==> config.mk <==
export PLATFORM = sky130hd
export DESIGN_NAME = char_lcd_4bit_interface_sequencer_core
export DESIGN_NICKNAME = d
export VERILOG_FILES = /design/src/rtl/core/lcd4_pkg.sv /design/src/rtl/core/lcd4_front.sv /design/src/rtl/core/lcd4_job_fifo.sv /design/src/rtl/core/lcd4_back.sv /design/src/rtl/core/char_lcd_4bit_interface_sequencer_core.sv
export SDC_FILE = /design/constraint.sdc
export NUM_CORES = 1
export LEC_CHECK = 0
export ABC_CLOCK_PERIOD_IN_PS = 3290
export BUFFER_PORTS_ARGS = -buffer_cell sky130_fd_sc_hd__buf_2
export CELL_PAD_IN_SITES_DETAIL_PLACEMENT = 1
export CELL_PAD_IN_SITES_GLOBAL_PLACEMENT = 2
export CORE_UTILIZATION = 37
export DETAILED_ROUTE_END_ITERATION = 16
export PLACE_DENSITY_LB_ADDON = 0.1
export SETUP_SLACK_MARGIN = 0.02
export SLEW_MARGIN = 10
export SYNTH_ARGS = -nofsm -noshare
export SYNTH_HDL_FRONTEND = slang
export SYNTH_SLANG_ARGS = --single-unit
export TNS_END_PERCENT = 100
==> constraint.sdc <==
create_clock -name clock -period 3.29 [get_ports clock]
set_input_delay 0.329 -clock clock [delete_from_list [all_inputs] [get_ports clock]]
set_output_delay 0.329 -clock clock [all_outputs]
set_load 0.005 [all_outputs]
==> src/rtl/core/lcd4_pkg.sv <==
// Shared types, constants and the init command table for the 4-bit LCD sequencer.
// No dependencies; used by every module in rtl/core.
package lcd4_pkg;

   localparam int LINE_CHARS   = 16;
   localparam int COUNT_BITS   = 5;
   localparam int OP_BITS      = 4;
   localparam int STEP_BITS    = 6;
   localparam int MAX_SNAPS    = 43;
   localparam int JOB_DEPTH    = 2;
   localparam int JOB_PTR_BITS = 1;
   localparam int JOB_CNT_BITS = 2;
   localparam int CSR_IDX_BITS = 2;
   localparam int CSR_DATA_BITS = 21;
   localparam int PULSE_BITS   = 10;
   localparam int SETTLE_BITS  = 17;
   localparam int HOLD_BITS    = 21;

   localparam logic [CSR_IDX_BITS-1:0] CSR_PULSE  = 2'd0;
   localparam logic [CSR_IDX_BITS-1:0] CSR_SETTLE = 2'd1;
   localparam logic [CSR_IDX_BITS-1:0] CSR_WAKEUP = 2'd2;

   localparam logic [OP_BITS-1:0] CLEAR_FIRST_OP = 4'd9;
   localparam logic [OP_BITS-1:0] INIT_LAST_OP   = 4'd10;

   localparam logic [7:0] CMD_HOME  = 8'h02;
   localparam logic [7:0] CMD_LINE2 = 8'hC0;

   typedef enum logic [2:0] {
      FUNC_INIT  = 3'd0,
      FUNC_CLEAR = 3'd1,
      FUNC_LINE  = 3'd2,
      FUNC_TEXT  = 3'd3,
      FUNC_RAW   = 3'd4
   } func_type;

   typedef enum logic [1:0] {
      JOB_INIT  = 2'd0,
      JOB_CLEAR = 2'd1,
      JOB_WRITE = 2'd2
   } job_kind_type;

   typedef struct packed {
      job_kind_type kind;
      logic [7:0]   value;
      logic         rs;
      logic         half;
      logic         settle;
   } job_type;

   // One step of a command: a wait, or a nibble/byte write.
   typedef struct packed {
      logic [7:0] value;
      logic       rs;
      logic       half;
      logic       settle;
      logic       wait_op;
   } op_type;

   typedef enum logic [2:0] {
      ST_IDLE      = 3'd0,
      ST_WAIT      = 3'd1,
      ST_HI_ON     = 3'd2,
      ST_HI_OFF    = 3'd3,
      ST_LO_ON     = 3'd4,
      ST_LO_OFF    = 3'd5,
      ST_PINS_LOW  = 3'd6
   } seq_state_type;

   typedef struct packed {
      logic                 idle;
      logic [STEP_BITS-1:0] step;
   } back_status_type;

   // Init sequence; clear is its tail starting at CLEAR_FIRST_OP.
   function automatic op_type init_op(input logic [OP_BITS-1:0] op);
      op_type o;
      o = '0;
      unique case (op)
         4'd0:                   o.wait_op = 1'b1;
         4'd1, 4'd2, 4'd3: begin
            o.value = 8'h03; o.half = 1'b1; o.settle = 1'b1;
         end
         4'd4: begin
            o.value = 8'h02; o.half = 1'b1;
         end
         4'd5:                   o.value = 8'h28;
         4'd6:                   o.value = 8'h08;
         4'd7:                   o.value = 8'h0C;
         4'd8:                   o.value = 8'h06;
         4'd9:                   o.value = 8'h01;
         4'd10: begin
            o.value = 8'h00; o.settle = 1'b1;
         end
         default:                o = '0;
      endcase
      return o;
   endfunction

   function automatic op_type job_op(input job_type j, input logic [OP_BITS-1:0] op);
      op_type o;
      if (j.kind == JOB_WRITE) begin
         o.value   = j.value;
         o.rs      = j.rs;
         o.half    = j.half;
         o.settle  = j.settle;
         o.wait_op = 1'b0;
      end else begin
         o = init_op(op);
      end
      return o;
   endfunction

   function automatic seq_state_type first_state(input op_type o);
      if (o.wait_op) return ST_WAIT;
      else if (o.half) return ST_LO_ON;
      else return ST_HI_ON;
   endfunction

endpackage

==> src/rtl/core/lcd4_front.sv <==
// Front end: accepts command requests, drops the ones that emit nothing,
// tracks the per-line character count and builds jobs. Uses lcd4_pkg.
module lcd4_front (
   input  logic              clock,
   input  logic              reset,
   input  logic              req_push,
   input  logic [2:0]        req_func,
   input  logic [7:0]        req_byte_value,
   input  logic              req_line_select,
   input  logic              req_register_select,
   input  logic              req_nibble_only,
   input  logic              q_full,
   output logic              req_full,
   output logic              q_push,
   output lcd4_pkg::job_type q_job
);

   logic [lcd4_pkg::COUNT_BITS-1:0] line_count_ff, line_count_in;
   logic accept, keep;

   assign req_full = q_full;
   assign accept   = req_push && !q_full;
   assign q_push   = accept && keep;

   always_comb begin
      keep          = 1'b1;
      line_count_in = line_count_ff;
      q_job         = '0;
      q_job.kind    = lcd4_pkg::JOB_WRITE;
      unique case (lcd4_pkg::func_type'(req_func))
         lcd4_pkg::FUNC_INIT: begin
            q_job.kind    = lcd4_pkg::JOB_INIT;
            line_count_in = '0;
         end
         lcd4_pkg::FUNC_CLEAR: begin
            q_job.kind    = lcd4_pkg::JOB_CLEAR;
            line_count_in = '0;
         end
         lcd4_pkg::FUNC_LINE: begin
            q_job.value   = req_line_select ? lcd4_pkg::CMD_LINE2 : lcd4_pkg::CMD_HOME;
            q_job.settle  = 1'b1;
            line_count_in = '0;
         end
         lcd4_pkg::FUNC_TEXT: begin
            q_job.value = req_byte_value;
            q_job.rs    = 1'b1;
            if (req_byte_value == 8'd0 ||
                  line_count_ff >= lcd4_pkg::COUNT_BITS'(lcd4_pkg::LINE_CHARS)) begin
               keep = 1'b0;
            end else begin
               line_count_in = line_count_ff + 1'b1;
            end
         end
         lcd4_pkg::FUNC_RAW: begin
            q_job.value = req_byte_value;
            q_job.rs    = req_register_select;
            q_job.half  = req_nibble_only;
         end
         default: keep = 1'b0;
      endcase
   end

   always_ff @(posedge clock) begin
      if (reset) begin
         line_count_ff <= '0;
      end else if (accept) begin
         line_count_ff <= line_count_in;
      end
   end

endmodule

==> src/rtl/core/lcd4_job_fifo.sv <==
// Short job queue between the front end and the sequencer.
// Uses lcd4_pkg for the job type and depth.
module lcd4_job_fifo (
   input  logic              clock,
   input  logic              reset,
   input  logic              push,
   input  lcd4_pkg::job_type push_job,
   input  logic              pop,
   output lcd4_pkg::job_type head_job,
   output logic              full,
   output logic              empty
);

   lcd4_pkg::job_type jobs_ff [lcd4_pkg::JOB_DEPTH];
   logic [lcd4_pkg::JOB_PTR_BITS-1:0] wr_ptr_ff, rd_ptr_ff;
   logic [lcd4_pkg::JOB_CNT_BITS-1:0] count_ff;
   logic do_push, do_pop;

   assign full     = count_ff == lcd4_pkg::JOB_CNT_BITS'(lcd4_pkg::JOB_DEPTH);
   assign empty    = count_ff == '0;
   assign do_push  = push && !full;
   assign do_pop   = pop && !empty;
   assign head_job = jobs_ff[rd_ptr_ff];

   always_ff @(posedge clock) begin
      if (do_push) begin
         jobs_ff[wr_ptr_ff] <= push_job;
      end
   end

   always_ff @(posedge clock) begin
      if (reset) begin
         wr_ptr_ff <= '0;
         rd_ptr_ff <= '0;
         count_ff  <= '0;
      end else begin
         if (do_push) wr_ptr_ff <= wr_ptr_ff + 1'b1;
         if (do_pop)  rd_ptr_ff <= rd_ptr_ff + 1'b1;
         if (do_push && !do_pop)      count_ff <= count_ff + 1'b1;
         else if (do_pop && !do_push) count_ff <= count_ff - 1'b1;
      end
   end

endmodule

==> src/rtl/core/lcd4_back.sv <==
// Back end: walks each job step by step and emits one pin snapshot per cycle,
// while the receiver keeps popping, into a one-entry output register. Uses lcd4_pkg.
module lcd4_back (
   input  logic                              clock,
   input  logic                              reset,
   input  logic                              q_empty,
   input  lcd4_pkg::job_type                 q_job,
   output logic                              q_pop,
   input  logic [lcd4_pkg::PULSE_BITS-1:0]   pulse_us,
   input  logic [lcd4_pkg::SETTLE_BITS-1:0]  settle_us,
   input  logic [lcd4_pkg::HOLD_BITS-1:0]    wakeup_us,
   input  logic                              rsp_pop,
   output logic                              rsp_empty,
   output logic                              rsp_rs_pin,
   output logic                              rsp_enable_pin,
   output logic [3:0]                        rsp_data_nibble,
   output logic [lcd4_pkg::HOLD_BITS-1:0]    rsp_hold_us,
   output logic                              rsp_last,
   output lcd4_pkg::back_status_type         status
);

   lcd4_pkg::seq_state_type state_ff, state_in;
   lcd4_pkg::job_type job_ff, job_in;
   logic [lcd4_pkg::OP_BITS-1:0]   op_ff, op_in, next_op, head_first_op;
   logic [lcd4_pkg::STEP_BITS-1:0] step_ff, step_in;
   logic out_valid_ff, out_valid_in;
   logic advance, emit, last_op;
   lcd4_pkg::op_type cur_op;

   logic                            snap_rs, snap_en, snap_last;
   logic [3:0]                      snap_nib;
   logic [lcd4_pkg::HOLD_BITS-1:0]  snap_hold;

   assign advance       = !out_valid_ff || rsp_pop;
   assign cur_op        = lcd4_pkg::job_op(job_ff, op_ff);
   assign next_op       = op_ff + 1'b1;
   assign last_op       = job_ff.kind == lcd4_pkg::JOB_WRITE || op_ff == lcd4_pkg::INIT_LAST_OP;
   assign head_first_op = (q_job.kind == lcd4_pkg::JOB_CLEAR) ? lcd4_pkg::CLEAR_FIRST_OP : '0;

   always_comb begin
      state_in  = state_ff;
      job_in    = job_ff;
      op_in     = op_ff;
      step_in   = step_ff;
      q_pop     = 1'b0;
      emit      = 1'b0;
      snap_rs   = 1'b0;
      snap_en   = 1'b0;
      snap_nib  = 4'd0;
      snap_hold = lcd4_pkg::HOLD_BITS'(pulse_us);
      snap_last = 1'b0;
      unique case (state_ff)
         lcd4_pkg::ST_IDLE: begin
            if (!q_empty) begin
               q_pop    = 1'b1;
               job_in   = q_job;
               op_in    = head_first_op;
               step_in  = '0;
               state_in = lcd4_pkg::first_state(lcd4_pkg::job_op(q_job, head_first_op));
            end
         end
         lcd4_pkg::ST_WAIT: begin
            snap_hold = wakeup_us;
            if (advance) begin
               op_in    = next_op;
               state_in = lcd4_pkg::first_state(lcd4_pkg::job_op(job_ff, next_op));
            end
         end
         lcd4_pkg::ST_HI_ON: begin
            snap_rs  = cur_op.rs;
            snap_en  = 1'b1;
            snap_nib = cur_op.value[7:4];
            if (advance) state_in = lcd4_pkg::ST_HI_OFF;
         end
         lcd4_pkg::ST_HI_OFF: begin
            snap_rs  = cur_op.rs;
            snap_nib = cur_op.value[7:4];
            if (advance) state_in = lcd4_pkg::ST_LO_ON;
         end
         lcd4_pkg::ST_LO_ON: begin
            snap_rs  = cur_op.rs;
            snap_en  = 1'b1;
            snap_nib = cur_op.value[3:0];
            if (advance) state_in = lcd4_pkg::ST_LO_OFF;
         end
         lcd4_pkg::ST_LO_OFF: begin
            snap_rs  = cur_op.rs;
            snap_nib = cur_op.value[3:0];
            if (advance) state_in = lcd4_pkg::ST_PINS_LOW;
         end
         lcd4_pkg::ST_PINS_LOW: begin
            snap_hold = cur_op.settle ? lcd4_pkg::HOLD_BITS'(settle_us) : '0;
            snap_last = last_op;
            if (advance) begin
               if (last_op) begin
                  state_in = lcd4_pkg::ST_IDLE;
               end else begin
                  op_in    = next_op;
                  state_in = lcd4_pkg::first_state(lcd4_pkg::job_op(job_ff, next_op));
               end
            end
         end
         default: state_in = lcd4_pkg::ST_IDLE;
      endcase
      if (state_ff != lcd4_pkg::ST_IDLE && advance) begin
         emit    = 1'b1;
         step_in = step_ff + 1'b1;
      end
   end

   always_comb begin
      out_valid_in = out_valid_ff;
      if (emit) out_valid_in = 1'b1;
      else if (rsp_pop) out_valid_in = 1'b0;
   end

   always_ff @(posedge clock) begin
      if (reset) begin
         state_ff     <= lcd4_pkg::ST_IDLE;
         op_ff        <= '0;
         step_ff      <= '0;
         out_valid_ff <= 1'b0;
      end else begin
         state_ff     <= state_in;
         op_ff        <= op_in;
         step_ff      <= step_in;
         out_valid_ff <= out_valid_in;
      end
   end

   always_ff @(posedge clock) begin
      job_ff <= job_in;
      if (emit) begin
         rsp_rs_pin      <= snap_rs;
         rsp_enable_pin  <= snap_en;
         rsp_data_nibble <= snap_nib;
         rsp_hold_us     <= snap_hold;
         rsp_last        <= snap_last;
      end
   end

   assign rsp_empty   = !out_valid_ff;
   assign status.idle = state_ff == lcd4_pkg::ST_IDLE;
   assign status.step = step_ff;

endmodule

==> src/rtl/core/char_lcd_4bit_interface_sequencer_core.sv <==
// Top level of the 4-bit character LCD sequencer.
// Depends on lcd4_pkg, lcd4_front, lcd4_job_fifo and lcd4_back.
//
// Usage:
//   Request channel (req_*): push a command while req_full is low. func selects
//   init, clear, line select, text character or raw write. Text past the line
//   length, zero characters and unused func codes are taken and dropped.
//   Response channel (rsp_*): each response is one pin snapshot (rs, enable,
//   nibble, hold time); rsp_last marks the final snapshot of a command.
//   Pop while rsp_empty is low.
//   CSR channel (csr_*): always ready; index 0 pulse_us, 1 settle_us,
//   2 wakeup_us. Write only while the block is idle.
// Timing:
//   The first snapshot of a command passes through the job queue and the
//   sequencer state before it shows. The sequencer then emits one snapshot
//   per cycle while the receiver pops, and idles between commands. The sequencer's
//   single output register sets this pace. Two commands can wait in the job
//   queue, so requests keep flowing while the sequencer works.
//   When the receiver stalls, the output register holds and the sequencer
//   stops; the queue fills, then req_full rises.
// Reset: clears the queue, the line count and the sequencer, and loads the
//   register defaults (100, 5000, 1000000).
module char_lcd_4bit_interface_sequencer_core (
   input  logic                                clock,
   input  logic                                reset,
   input  logic                                req_push,
   output logic                                req_full,
   input  logic [2:0]                          req_func,
   input  logic [7:0]                          req_byte_value,
   input  logic                                req_line_select,
   input  logic                                req_register_select,
   input  logic                                req_nibble_only,
   output logic                                rsp_empty,
   input  logic                                rsp_pop,
   output logic                                rsp_rs_pin,
   output logic                                rsp_enable_pin,
   output logic [3:0]                          rsp_data_nibble,
   output logic [lcd4_pkg::HOLD_BITS-1:0]      rsp_hold_us,
   output logic                                rsp_last,
   input  logic                                csr_valid,
   output logic                                csr_ready,
   input  logic [lcd4_pkg::CSR_IDX_BITS-1:0]   csr_index,
   input  logic [lcd4_pkg::CSR_DATA_BITS-1:0]  csr_data
);

   logic [lcd4_pkg::PULSE_BITS-1:0]  pulse_us_ff;
   logic [lcd4_pkg::SETTLE_BITS-1:0] settle_us_ff;
   logic [lcd4_pkg::HOLD_BITS-1:0]   wakeup_us_ff;

   logic                      q_push, q_pop, q_full, q_empty;
   lcd4_pkg::job_type         push_job, head_job;
   lcd4_pkg::back_status_type back_status;

   // Config registers: no back-pressure, index beyond the list is ignored.
   assign csr_ready = 1'b1;

   always_ff @(posedge clock) begin
      if (reset) begin
         pulse_us_ff  <= lcd4_pkg::PULSE_BITS'(100);
         settle_us_ff <= lcd4_pkg::SETTLE_BITS'(5000);
         wakeup_us_ff <= lcd4_pkg::HOLD_BITS'(1000000);
      end else if (csr_valid && csr_ready) begin
         case (csr_index)
            lcd4_pkg::CSR_PULSE:  pulse_us_ff  <= csr_data[lcd4_pkg::PULSE_BITS-1:0];
            lcd4_pkg::CSR_SETTLE: settle_us_ff <= csr_data[lcd4_pkg::SETTLE_BITS-1:0];
            lcd4_pkg::CSR_WAKEUP: wakeup_us_ff <= csr_data[lcd4_pkg::HOLD_BITS-1:0];
            default: ;
         endcase
      end
   end

   // Classify requests and drop the ones that emit nothing.
   lcd4_front u_front (
      .clock               (clock),
      .reset               (reset),
      .req_push            (req_push),
      .req_func            (req_func),
      .req_byte_value      (req_byte_value),
      .req_line_select     (req_line_select),
      .req_register_select (req_register_select),
      .req_nibble_only     (req_nibble_only),
      .q_full              (q_full),
      .req_full            (req_full),
      .q_push              (q_push),
      .q_job               (push_job)
   );

   // Decouple the front end from the sequencer.
   lcd4_job_fifo u_job_fifo (
      .clock    (clock),
      .reset    (reset),
      .push     (q_push),
      .push_job (push_job),
      .pop      (q_pop),
      .head_job (head_job),
      .full     (q_full),
      .empty    (q_empty)
   );

   // Expand jobs into pin snapshots.
   lcd4_back u_back (
      .clock           (clock),
      .reset           (reset),
      .q_empty         (q_empty),
      .q_job           (head_job),
      .q_pop           (q_pop),
      .pulse_us        (pulse_us_ff),
      .settle_us       (settle_us_ff),
      .wakeup_us       (wakeup_us_ff),
      .rsp_pop         (rsp_pop),
      .rsp_empty       (rsp_empty),
      .rsp_rs_pin      (rsp_rs_pin),
      .rsp_enable_pin  (rsp_enable_pin),
      .rsp_data_nibble (rsp_data_nibble),
      .rsp_hold_us     (rsp_hold_us),
      .rsp_last        (rsp_last),
      .status          (back_status)
   );

   // A command never emits more than the init sequence's snapshots. The count
   // restarts when the next job is taken, even while the previous command's
   // last snapshot still waits in the output register.
   a_step_bound: assert property (@(posedge clock) disable iff (reset)
      !rsp_empty |-> (back_status.step <= lcd4_pkg::STEP_BITS'(lcd4_pkg::MAX_SNAPS)))
      else $error("snapshot count out of range");

   // The final snapshot of a command is always the pins-low one.
   a_last_pins_low: assert property (@(posedge clock) disable iff (reset)
      (!rsp_empty && rsp_last) |-> (!rsp_rs_pin && !rsp_enable_pin &&
                                    rsp_data_nibble == 4'd0))
      else $error("last snapshot does not have all pins low");

   // An idle sequencer emits nothing, so a popped snapshot leaves the output empty.
   a_idle_drains: assert property (@(posedge clock) disable iff (reset)
      (back_status.idle && !rsp_empty && rsp_pop) |=> rsp_empty)
      else $error("snapshot appeared while sequencer idle");

endmodule

# After elaboration in Yosys (flattened, before gate mapping)
# Memories as Yosys holds them, arrays and structs flattened. A register that Yosys moved wholly into a read port is not among the register bits.
# Index checks and enable logic that the tools add are counted.
# Widths: inputs -> output; s select.
[op_classes] addsub=6 magnitude_cmp=1 n_eq_ne=45 muxes=66 bitwise=1 reduce_logical=50
[ops] op="$mux 3" n=23
[ops] op="$pmux 21 s2" n=1
[ops] op="$pmux 6 s7" n=1
[ops] op="$reduce_or 4->1" n=8
[ops] op="$eq 4x2->1 const B" n=6
[ops] op="$eq 4x3->1 const B" n=6
[ops] op="$mux 1" n=22
[ops] op="$pmux 3 s7" n=1
[ops] op="$eq 4x4->1 const B" n=5
[ops] op="$mux 4" n=5
[ops] op="$mux 17" n=1
[ops] op="$pmux 8 s2" n=1
[ops] op="$eq 3x2->1 const B" n=4
[ops] op="$eq 3x3->1 const B" n=4
[ops] op="$eq 4x1->1 const B" n=3
[ops] op="$logic_not 4->1" n=3
[ops] op="$mux 12" n=1
[ops] op="$ne 2x1->1 const B" n=6
[ops] op="$pmux 4 s3" n=1
[ops] op="$pmux 5 s2" n=1
[ops] op="$reduce_and 2->1" n=5
[ops] op="$eq 2x2->1 const B" n=4
[ops] op="$logic_not 8->1" n=1
[ops] op="$mux 8" n=1
[ops] op="other kinds (27)" n=55
[totals] regBits=106 ramBits=26 inputBits=42 out_inout_bits=31 wordCells=190 mem_count=1
[memory_table] memory="u_job_fifo.jobs_ff" depth=2 word_bits=13 read_ports=1 rd_clocked_by_memory_dff=1 write_ports=1 line="lcd4_job_fifo.sv:14" source="lcd4_pkg::job_type jobs_ff [lcd4_pkg::JOB_DEPTH];"

# Logic depth before layout (Yosys ltp)
# Gate-level depths: netlist of run 1.
[depth] ltp_word=13 mapped_depth=8 ltp_nobuf=7

# Hierarchy
# From an unflattened synthesis of run 1, not the netlist that was laid out.
[hier_totals] hier_cells=588 area_unflattened_um2=6461.2
[modules_own_cells] mod="lcd4_back" n_inst=1 cells_per_inst=268 area_each_um2=2839.0 seq_area_each_um2=1511.4
[modules_own_cells] mod="char_lcd_4bit_interface_sequencer_core" n_inst=1 cells_per_inst=197 area_each_um2=2016.9 seq_area_each_um2=960.9
[modules_own_cells] mod="lcd4_job_fifo" n_inst=1 cells_per_inst=65 area_each_um2=1149.9 seq_area_each_um2=880.8
[modules_own_cells] mod="lcd4_front" n_inst=1 cells_per_inst=58 area_each_um2=455.4 seq_area_each_um2=100.1

# Least setup slack after synthesis of run 1
# OpenSTA, ideal clock, no wires.
[synth_path] kind="register to register" from="register u_back.state_ff[0]" to="register u_back.rsp_data_nibble[0], enable pin" setup_ps=413 t_arrival_ps=1904 path_slack_ps=973 path_stages_with_launch=4 period_less_slack_ps=2317 path_cell_list="dfxtp_1 -> buf_2 -> nor3_1 -> nor2_1"
[synth_between] elab_chain_len=3
[synth_lines] element="start: declaration" line="lcd4_back.sv:22" source="lcd4_pkg::seq_state_type state_ff, state_in;"
[synth_lines] element="start signal: assignment" line="lcd4_back.sv:119" source="state_ff <= lcd4_pkg::ST_IDLE;"
[synth_lines] element="start signal: assignment" line="lcd4_back.sv:124" source="state_ff <= state_in;"
[synth_lines] element="$reduce_bool 3->1" line="lcd4_back.sv:105" source="if (state_ff != lcd4_pkg::ST_IDLE && advance) begin"
[synth_lines] element="$logic_and 1x1->1" line="lcd4_back.sv:105"
[synth_lines] element="$mux 1" line="lcd4_back.sv:105"
[synth_lines] element="via u_back.emit" line="lcd4_back.sv:27" source="logic advance, emit, last_op;"
[synth_lines] element="end signal: assignment" line="lcd4_back.sv:136" source="rsp_data_nibble <= snap_nib;"
[synth_lines] element="end: declaration" line="lcd4_back.sv:16" source="output logic [3:0] rsp_data_nibble,"
# The timed path passes the listed nets, and every way through them passes these cells.
# A chain may end at the register's enable or synchronous reset.

# Final worst setup path of run 1
[layout_path] from="register u_back.op_ff[0] (netlist bit)" to="register u_back.rsp_hold_us[9] (netlist bit), data pin"
[layout_between] elab_chain_len=6 elab_cells_between_ends=9 cone_classes="4 x eq/ne; 4 x mux; 1 x reduce/logical"
[layout_lines] element="start: declaration" line="lcd4_back.sv:24" source="logic [lcd4_pkg::OP_BITS-1:0] op_ff, op_in, next_op, head_first_op;"
[layout_lines] element="start signal: assignment" line="lcd4_back.sv:125" source="op_ff <= op_in;"
[layout_lines] element="$eq 4x1->1, or another cell as far along" line="lcd4_pkg.sv:79" source="unique case (op)"
[layout_lines] element="$reduce_or 4->1 (no source line) (*)"
[layout_lines] element="$mux 1 (*)" line="lcd4_pkg.sv:79"
[layout_lines] element="$mux 12 (*)" line="lcd4_pkg.sv:102" source="if (j.kind == JOB_WRITE) begin"
[layout_lines] element="$mux 17 (*)" line="lcd4_back.sv:92" source="snap_hold = cur_op.settle ? lcd4_pkg::HOLD_BITS'(settle_us) : '0;"
[layout_lines] element="$pmux 21 s2 (*)" line="lcd4_back.sv:52" source="unique case (state_ff)"
[layout_lines] element="via u_back.snap_hold, one bit" line="lcd4_back.sv:32" source="logic [lcd4_pkg::HOLD_BITS-1:0] snap_hold;"
[layout_lines] element="end signal: assignment" line="lcd4_back.sv:137" source="rsp_hold_us <= snap_hold;"
[layout_lines] element="end: declaration" line="lcd4_back.sv:17" source="output logic [lcd4_pkg::HOLD_BITS-1:0] rsp_hold_us,"
# The timed path passes the listed nets; every way through them passes the cells marked *.

==> summary.md, run 1 <==
| Metric | Value |
|---|---|
| Outcome | complete, no violations |
| Critical path's slowest cell | dfxtp_1 |
| CTS root buffer | clkbuf_16 |
| Maximum achievable frequency | roughly 400 MHz |
| Clock sinks | 133 |
| Nets@finish | roughly 670 |
| Avg Cell Area, Syn | 10.4 sq um |
| Drt drc | 0 |
| IO buf count | 71 |
| Register area | around 3300 sq um |
| Clock share of power | 0.311 |
| Worst Path Required | roughly 3.4 ns |
| Final core occ | 0.449 |
| Tcrit/Tclk final | 0.738 |
| Final TNS setup | 0 ns |
| Post-synth top area share | 0.352 |
| CP Class | reg2reg |
| Fraction of registers with async set/reset | 0 |
| Hold Crit Depth | 3 |
| Starting Density | 0.377 |
| Slew of the pin with the lowest slew margin | between 1 and 1.5 ns |
| Switching share of power | 0.323 |
| Post-CTS Setup Bufs | 0 |
| Die width | ~130 um |
| Die ar. | 15,900 sq um |
| Core Box Area | 15,100 sq um |
| CTS tree | done |
| Hold Buf Count CTS | 0 |
| Critical path peak fanout | 17 |
| LEAKAGE | around 0.0027 uW |
| Tot GR Track Use | 0.184 |
| # resized after CTS | 0 |
| Clock latency on the worst-skew pair | approximately 0.42 ns |
| Slew Viols, Final | 0 |
| Die H | around 130 um |
| GRT Residual Overflow | 0 |
| Clk slew on worst S/H paths | roughly 0.060 ns |
| Gpl congestion | roughly 0.75 |
| Multi-input combinational cell area | around 2200 sq um |
| Most frequent cell after synthesis | nand2_1 |
| Min cycle time layout | 2.43 ns |
| Worst Path Arrival | ~2.6 ns |
| Warnings, synthesis | 0 |
| # fillers | between 1,500 and 2,000 |
| Final setup vio count | 0 |
| Worst hold-check path type | in2reg |
| H-tree Lvls | 4 |
| Most used cell, CP | inv_1 |
| Startpoint Class | flop |
| PnR Total Power | around 5900 uW |
| Top FF cell, synth | edfxtp_1 |
| Synth-to-Final Area Change | 19.2% |
| R2R depth | 8 |
| Cell area after synthesis | roughly 5700 sq um |
| Hpwl dp | 9210 um |
| Number of global-route vias before repair | 4,388 |
| Average wire per standard cell | 16.9 um |
| First-pass DRT Iterations | 4 |
| Antenna viol nets, final | 0 |
| RSZ-0062 raised after global routing | no |
| N_diodes | 0 |
| Synth cell count leaders | 111 x nand2_1, 67 x edfxtp_1, 66 x dfxtp_1 |
| Syn Inst Count | 547 |
| Psw | between 1500 and 2000 uW |
| Type of destination of the critical path | flop |
| Pin count of the biggest net entering global routing | 42 |
| Synthesized Nets | between 500 and 600 |
| Post-DR vias/cell | ~5.2 |
| Sequential area share after synthesis | 0.584 |
| CP Cell Sequence | inv_1 > ha_1 > nor3_1 > or3_1 > a21oi_2 > buf_4 > a222oi_1 > inv_1 |
| Internal power | between 3000 and 4000 uW |
| 1st-iter DRT viols | 235 |
| Flops & latches, synth | ~130 |
| Total wire length | around 14,000 um |
| Cell Rows | 45 |
| Maximum clock path buffer count | 2 |
| Combinational share of power | 0.262 |
| Cell variety after synth | 56 |
| Worst Skew | 0.0107 ns |
| Critical Path Max Stage Delay | roughly 0.45 ns |
| Max_slew headroom | 0.249 |
| Post-synth EDFFs | 67 |
| # IOs | 73 |
| MaxCap Viol Count | 0 |
| Vias | about 4,200 |
| Area contributors post-synth | edfxtp_1 35%, dfxtp_1 23%, nand2_1 7.3% |
| Inserted Clock Buffers | 17 |
| Initial antenna violation count | 0 |
| Worst VDD drop | roughly 0.41 mV |
| Biggest area consumer among synthesized cells | edfxtp_1 |
| First-pass GRT wire length | about 23,000 um |
| Pwr Density | between 800 and 900 nW/um^2 |
| Sequential share of power | 0.426 |
| Final Hold Violating Endpoints | 0 |
| Layout cell share with drive strength beyond 1 | 0.211 |
power by group through the flow:
| stage | Clock, uW | Sequential (uW) | Combinational [uW] |
|---|---|---|---|
| 4_1_cts | 1870 | 2520 | 1570 |
| 3_3_place_gp | 0 | 2540 | 1540 |
| 2_1_floorplan | 0 | 2470 | 1030 |
| 5_1_grt | 1950 | 2570 | 1720 |
| 3_5_place_dp | 0 | 2550 | 1560 |
| 6_report | 1830 | 2510 | 1540 |
per-stage QoR:
stage                     instance area [sq um]  hold WS (ns)  setup WS [ns]  std cells
after global placement                     6230         0.438          0.924        783
after floorplan                            5710         0.429          0.973        547
after detailed placement                   6230         0.446          0.833        783
final                                      6800         0.133          0.862        815
after global routing                       6800         0.118          0.597        815
after CTS                                  6800         0.104          0.812        815
per-layer routing:
metal,track usage,vias up,routed length [um]
met1,0.234,2063,6490
met5,0,-,0
li1,-,2076,-
met4,0.0609,0,104
met2,0.307,72,6720
met3,0.0446,9,458
layout by cell type, fill, tap and decap left out, types with 6 or more instances in the layout:
master / n
a22o_1: 9
edfxtp_1: 67
nor2_1: 24
inv_1: 27
a21oi_1: 47
buf_4: 6
nand3b_1: 19
nand3_1: 10
nand2_1: 111
ha_1: 10
dfxtp_1: 66
o21ai_0: 13
and2_1: 11
buf_2: 71
or3_1: 7
a222oi_1: 10
clkbuf_16: 18
mux2_2: 11
nor2b_1: 7
worst paths after layout:
check                                       from                     to  slack (ns)
worst max-delay path             u_back.op_ff[0]  u_back.rsp_hold_us[9]        0.86
worst min-delay path                csr_data[19]       wakeup_us_ff[19]        0.13
worst max register to register   u_back.op_ff[0]  u_back.rsp_hold_us[9]        0.86
worst min register to register  wakeup_us_ff[20]       wakeup_us_ff[20]        0.45
area by class of cell:
cell class,count,share of cell area
timing repair buffer,77,0.0588
multi-input combinational,358,0.317
clock buffer,20,0.0702
sequential,133,0.490
tap,188,0.0346
inverter,27,0.0149
clock inverter,12,0.0145
worst max-delay path, delay by kind of cell (launching register included):
family                     cells  cell delay (ns)
and+or+nand+nor                2             0.53
buffers and inverters          3             0.45
AOI/OAI and AO/OA              2             0.45
adders and majority gates      1             0.29
DFF                            1             0.45
registers in the layout, summed over array words and instances (netlist names), named ones only:
register	count
wakeup_us_ff	21
u_back.job_ff	13
u_job_fifo.count_ff	2
pulse_us_ff	10
u_back.out_valid_ff	1
u_back.op_ff	4
u_job_fifo.wr_ptr_ff	1
u_job_fifo.rd_ptr_ff	1
u_job_fifo.jobs_ff	26
settle_us_ff	17
u_back.rsp_enable_pin	1
u_front.line_count_ff	5
u_back.rsp_data_nibble	4
u_back.rsp_last	1
u_back.state_ff	3
u_back.rsp_hold_us	21
u_back.rsp_rs_pin	1
logic make-up (layout without fill, tap and decap cells):
group                      after synthesis  count (layout)  synth area share
and+or+nand+nor                        214             214             0.181
DFF                                    133             133             0.584
AOI/OAI and AO/OA                      113             113             0.138
buffers and inverters                   56             136            0.0386
muxes                                   14              14            0.0270
adders and majority gates               10              10            0.0219
xor gates and xnor gates                 6               6           0.00921
other                                    1               1          0.000657
Power figures use the tool's default switching activity.
==> run 2, diff against run 1 <==
Settings changed: ABC_CLOCK_PERIOD_IN_PS 3290 to 2100, CORE_UTILIZATION 37 to 33.
Clock period 3.29 ns to 2.1 ns, I/O delays scaled along.
==> summary.md, run 2 (same netlist as run 1, synthesis figures left out) <==
| Metric | Value |
|---|---|
| Most common cell after layout, fill and taps aside | nand2_1 |
| Min cycle time layout | 1.96 ns (-0.463 ns) |
| Slew Viols, Final | 0 (unchanged) |
| Dpl cell area | 6540 sq um (+5.0%) |
| CP Cell Sequence | buf_4 > ha_2 > nor3_4 > or3_4 > a21oi_2 > buf_12 > a222oi_1 > inv_1 |
| Combinational share of power | 0.304 (+0.042) |
| IO buf count | 71 (unchanged) |
| First-pass GRT wire length | 23,900 um (+6.4%) |
| Cell Rows | 47 (+4.4%) |
| N_diodes | 0 (unchanged) |
| Worst Path Arrival | 2.12 ns (-0.46 ns) |
| 1st-iter DRT viols | 219 (-6.8%) |
| Worst path bufs/invs | 3 (unchanged) |
| MaxCap Viol Count | 0 (unchanged) |
| RSZ-0062 raised after global routing | no |
| Pre-CTS setup slack | -0.143 ns (-0.976 ns) |
| Pwr Density | 1370 nW/um^2 (+58%) |
| Clock sinks | 133 (unchanged) |
| H-tree Lvls | 4 (unchanged) |
| Tcrit/Tclk final | 0.936 (+0.198) |
| Outcome | complete, no violations |
| Placed cell count | 848 (+8.3%) |
| Clock share of power | 0.309 (-0.002) |
| CTS root buffer | clkbuf_16 |
| Most frequent cells in the layout | 111 x nand2_1, 71 x buf_2, 67 x edfxtp_1 |
| Clock latency on the worst-skew pair | 0.41 ns (about the same) |
| CP Class | reg2reg |
| PnR Total Power | 9840 uW (+67%) |
| Maximum achievable frequency | 509 MHz (+24%) |
| Core Box Area | 16,800 sq um (+11%) |
| Die ar. | 17,800 sq um (+12%) |
| Drt drc | 0 (unchanged) |
| Nets@finish | 699 (+5.0%) |
| Average wire per standard cell | 16.6 um (-1.9%) |
| Layout cell share with drive strength beyond 1 | 0.261 (+0.0501) |
| Final setup vio count | 0 (unchanged) |
| LEAKAGE | 0.00286 uW (+6.9%) |
| First-pass DRT Iterations | 4 (unchanged) |
| Clk slew on worst S/H paths | 0.06 ns (about the same) |
| Vias | 4,344 (+2.9%) |
| Number of global-route vias before repair | 4,586 (+4.5%) |
| Antenna viol nets, final | 0 (unchanged) |
| Starting Density | 0.341 (-0.0363) |
| Gpl congestion | 0.769 (+2.0%) |
| Post-CTS Setup Bufs | 0 (unchanged) |
| Initial antenna violation count | 0 (unchanged) |
| Top Registers | u_job_fifo.jobs_ff (26), u_back.rsp_hold_us (21), wakeup_us_ff (21) |
| Post-DR vias/cell | 4.94 (-4.7%) |
| Type of destination of the critical path | flop |
| CTS tree | done |
| Fin cells | 880 (+8.0%) |
| Psw | 3090 uW (+63%) |
| Switching share of power | 0.314 (-0.00813) |
| Worst VDD drop | 0.821 mV (+99%) |
| Final TNS setup | 0 ns (unchanged) |
| Post-route cell area | 7180 sq um (+5.5%) |
| Maximum clock path buffer count | 2 (unchanged) |
| Die H | 134 um (+5.8%) |
| Worst Skew | 0.00722 ns (-0.00346 ns) |
| Final setup margin | 0.135 ns (-0.727 ns) |
| Synth-to-Final Area Change | 25.8% |
| Hpwl dp | 10,100 um (+9.6%) |
| Delay-heaviest family, CP | compound AO/OA/AOI/OAI gates |
| Inserted Clock Buffers | 17 (unchanged) |
| Hold Buf Count CTS | 0 (unchanged) |
| Critical path's slowest cell | a222oi_1 |
| Total wire length | 14,600 um (+5.9%) |
| Critical path peak fanout | 17 (unchanged) |
| Slew of the pin with the lowest slew margin | 0.667 ns (-0.457 ns) |
| # IOs | 73 (unchanged) |
| Die width | 134 um (+5.8%) |
| Max_slew headroom | 0.553 (+0.304) |
| Pin count of the biggest net entering global routing | 54 (+29%) |
| Worst Path Required | 2.26 ns (-1.18 ns) |
| Final Hold Violating Endpoints | 0 (unchanged) |
| Sequential share of power | 0.387 (-0.039) |
| Largest Register | u_job_fifo.jobs_ff |
| Internal power | 6740 uW (+69%) |
| Tot GR Track Use | 0.175 (-0.00869) |
| Largest register FFs | 26 (unchanged) |
| Startpoint Class | flop |
| Worst hold-check path type | in2reg |
| Critical Path Max Stage Delay | 0.35 ns (-0.10 ns) |
| GRT Residual Overflow | 0 (unchanged) |
## run 2: cell count changes in the layout (fill, tap and decap cells not counted), sizes merged
cell      delta
bufinv       +2
buf         +33
clkinvlp     -2
clkinv       +2
inv          -2
## run 2: power by group through the flow
stage               registers, uW  logic, uW  clock network, uW
finish                       3800       2990               3040
CTS                          3810       3020               3100
global route                 3880       3340               3190
detailed placement           3860       3000                  0
floorplan                    3860       1620                  0
global placement             3840       2940                  0
## run 2: worst paths after layout
path / cells after the start / slack (ns) / end / startpoint
setup / recovery: 8 / 0.14 / u_back.rsp_hold_us[3] / u_back.op_ff[0]
hold / removal: 3 / 0.02 / wakeup_us_ff[17] / csr_data[17]
setup reg to reg: 8 / 0.14 / u_back.rsp_hold_us[3] / u_back.op_ff[0]
hold reg to reg: 2 / 0.45 / settle_us_ff[16] / settle_us_ff[16]
## run 2: worst register-to-register path, cell delays in order (launching register included)
cell	delay, ns
dfxtp_1	0.31
buf_4	0.15
ha_2	0.20
nor3_4	0.20
or3_4	0.15
a21oi_2	0.07
buf_12	0.17
a222oi_1	0.35
inv_1	0.09
## run 2: stage by stage
| stage | utilization | hold slack, ns |
|---|---|---|
| after global routing | 0.428 | 0.0274 |
| after CTS | 0.427 | 0.00596 |
| final | 0.428 | 0.0172 |
| after global placement | 0.390 | 0.425 |
| after floorplan | - | 0.331 |
| after detailed placement | 0.390 | 0.441 |
## run 2: metal layers
metal,GRT usage,share of wire
met1,0.228,0.48
met2,0.289,0.48
met3,0.0339,0.033
met4,0.0644,0.014
met5,0,0
## run 2: cell type report
class	instances	area, sq um
timing repair buffer	110	661
tap	220	275
fill	1904	9580
clock inverter	12	151
inverter	27	101
multi-input combinational	358	2200
sequential	133	3340
clock buffer	20	457
## run 2: repair_timing
| action | in CTS | in global routing |
|---|---|---|
| endpoints found under the setup margin | 16 | 12 |
| endpoints found under the hold margin | 0 | 0 |
| pin swaps | 0 | 4 |
| resized for setup | 2 | 8 |
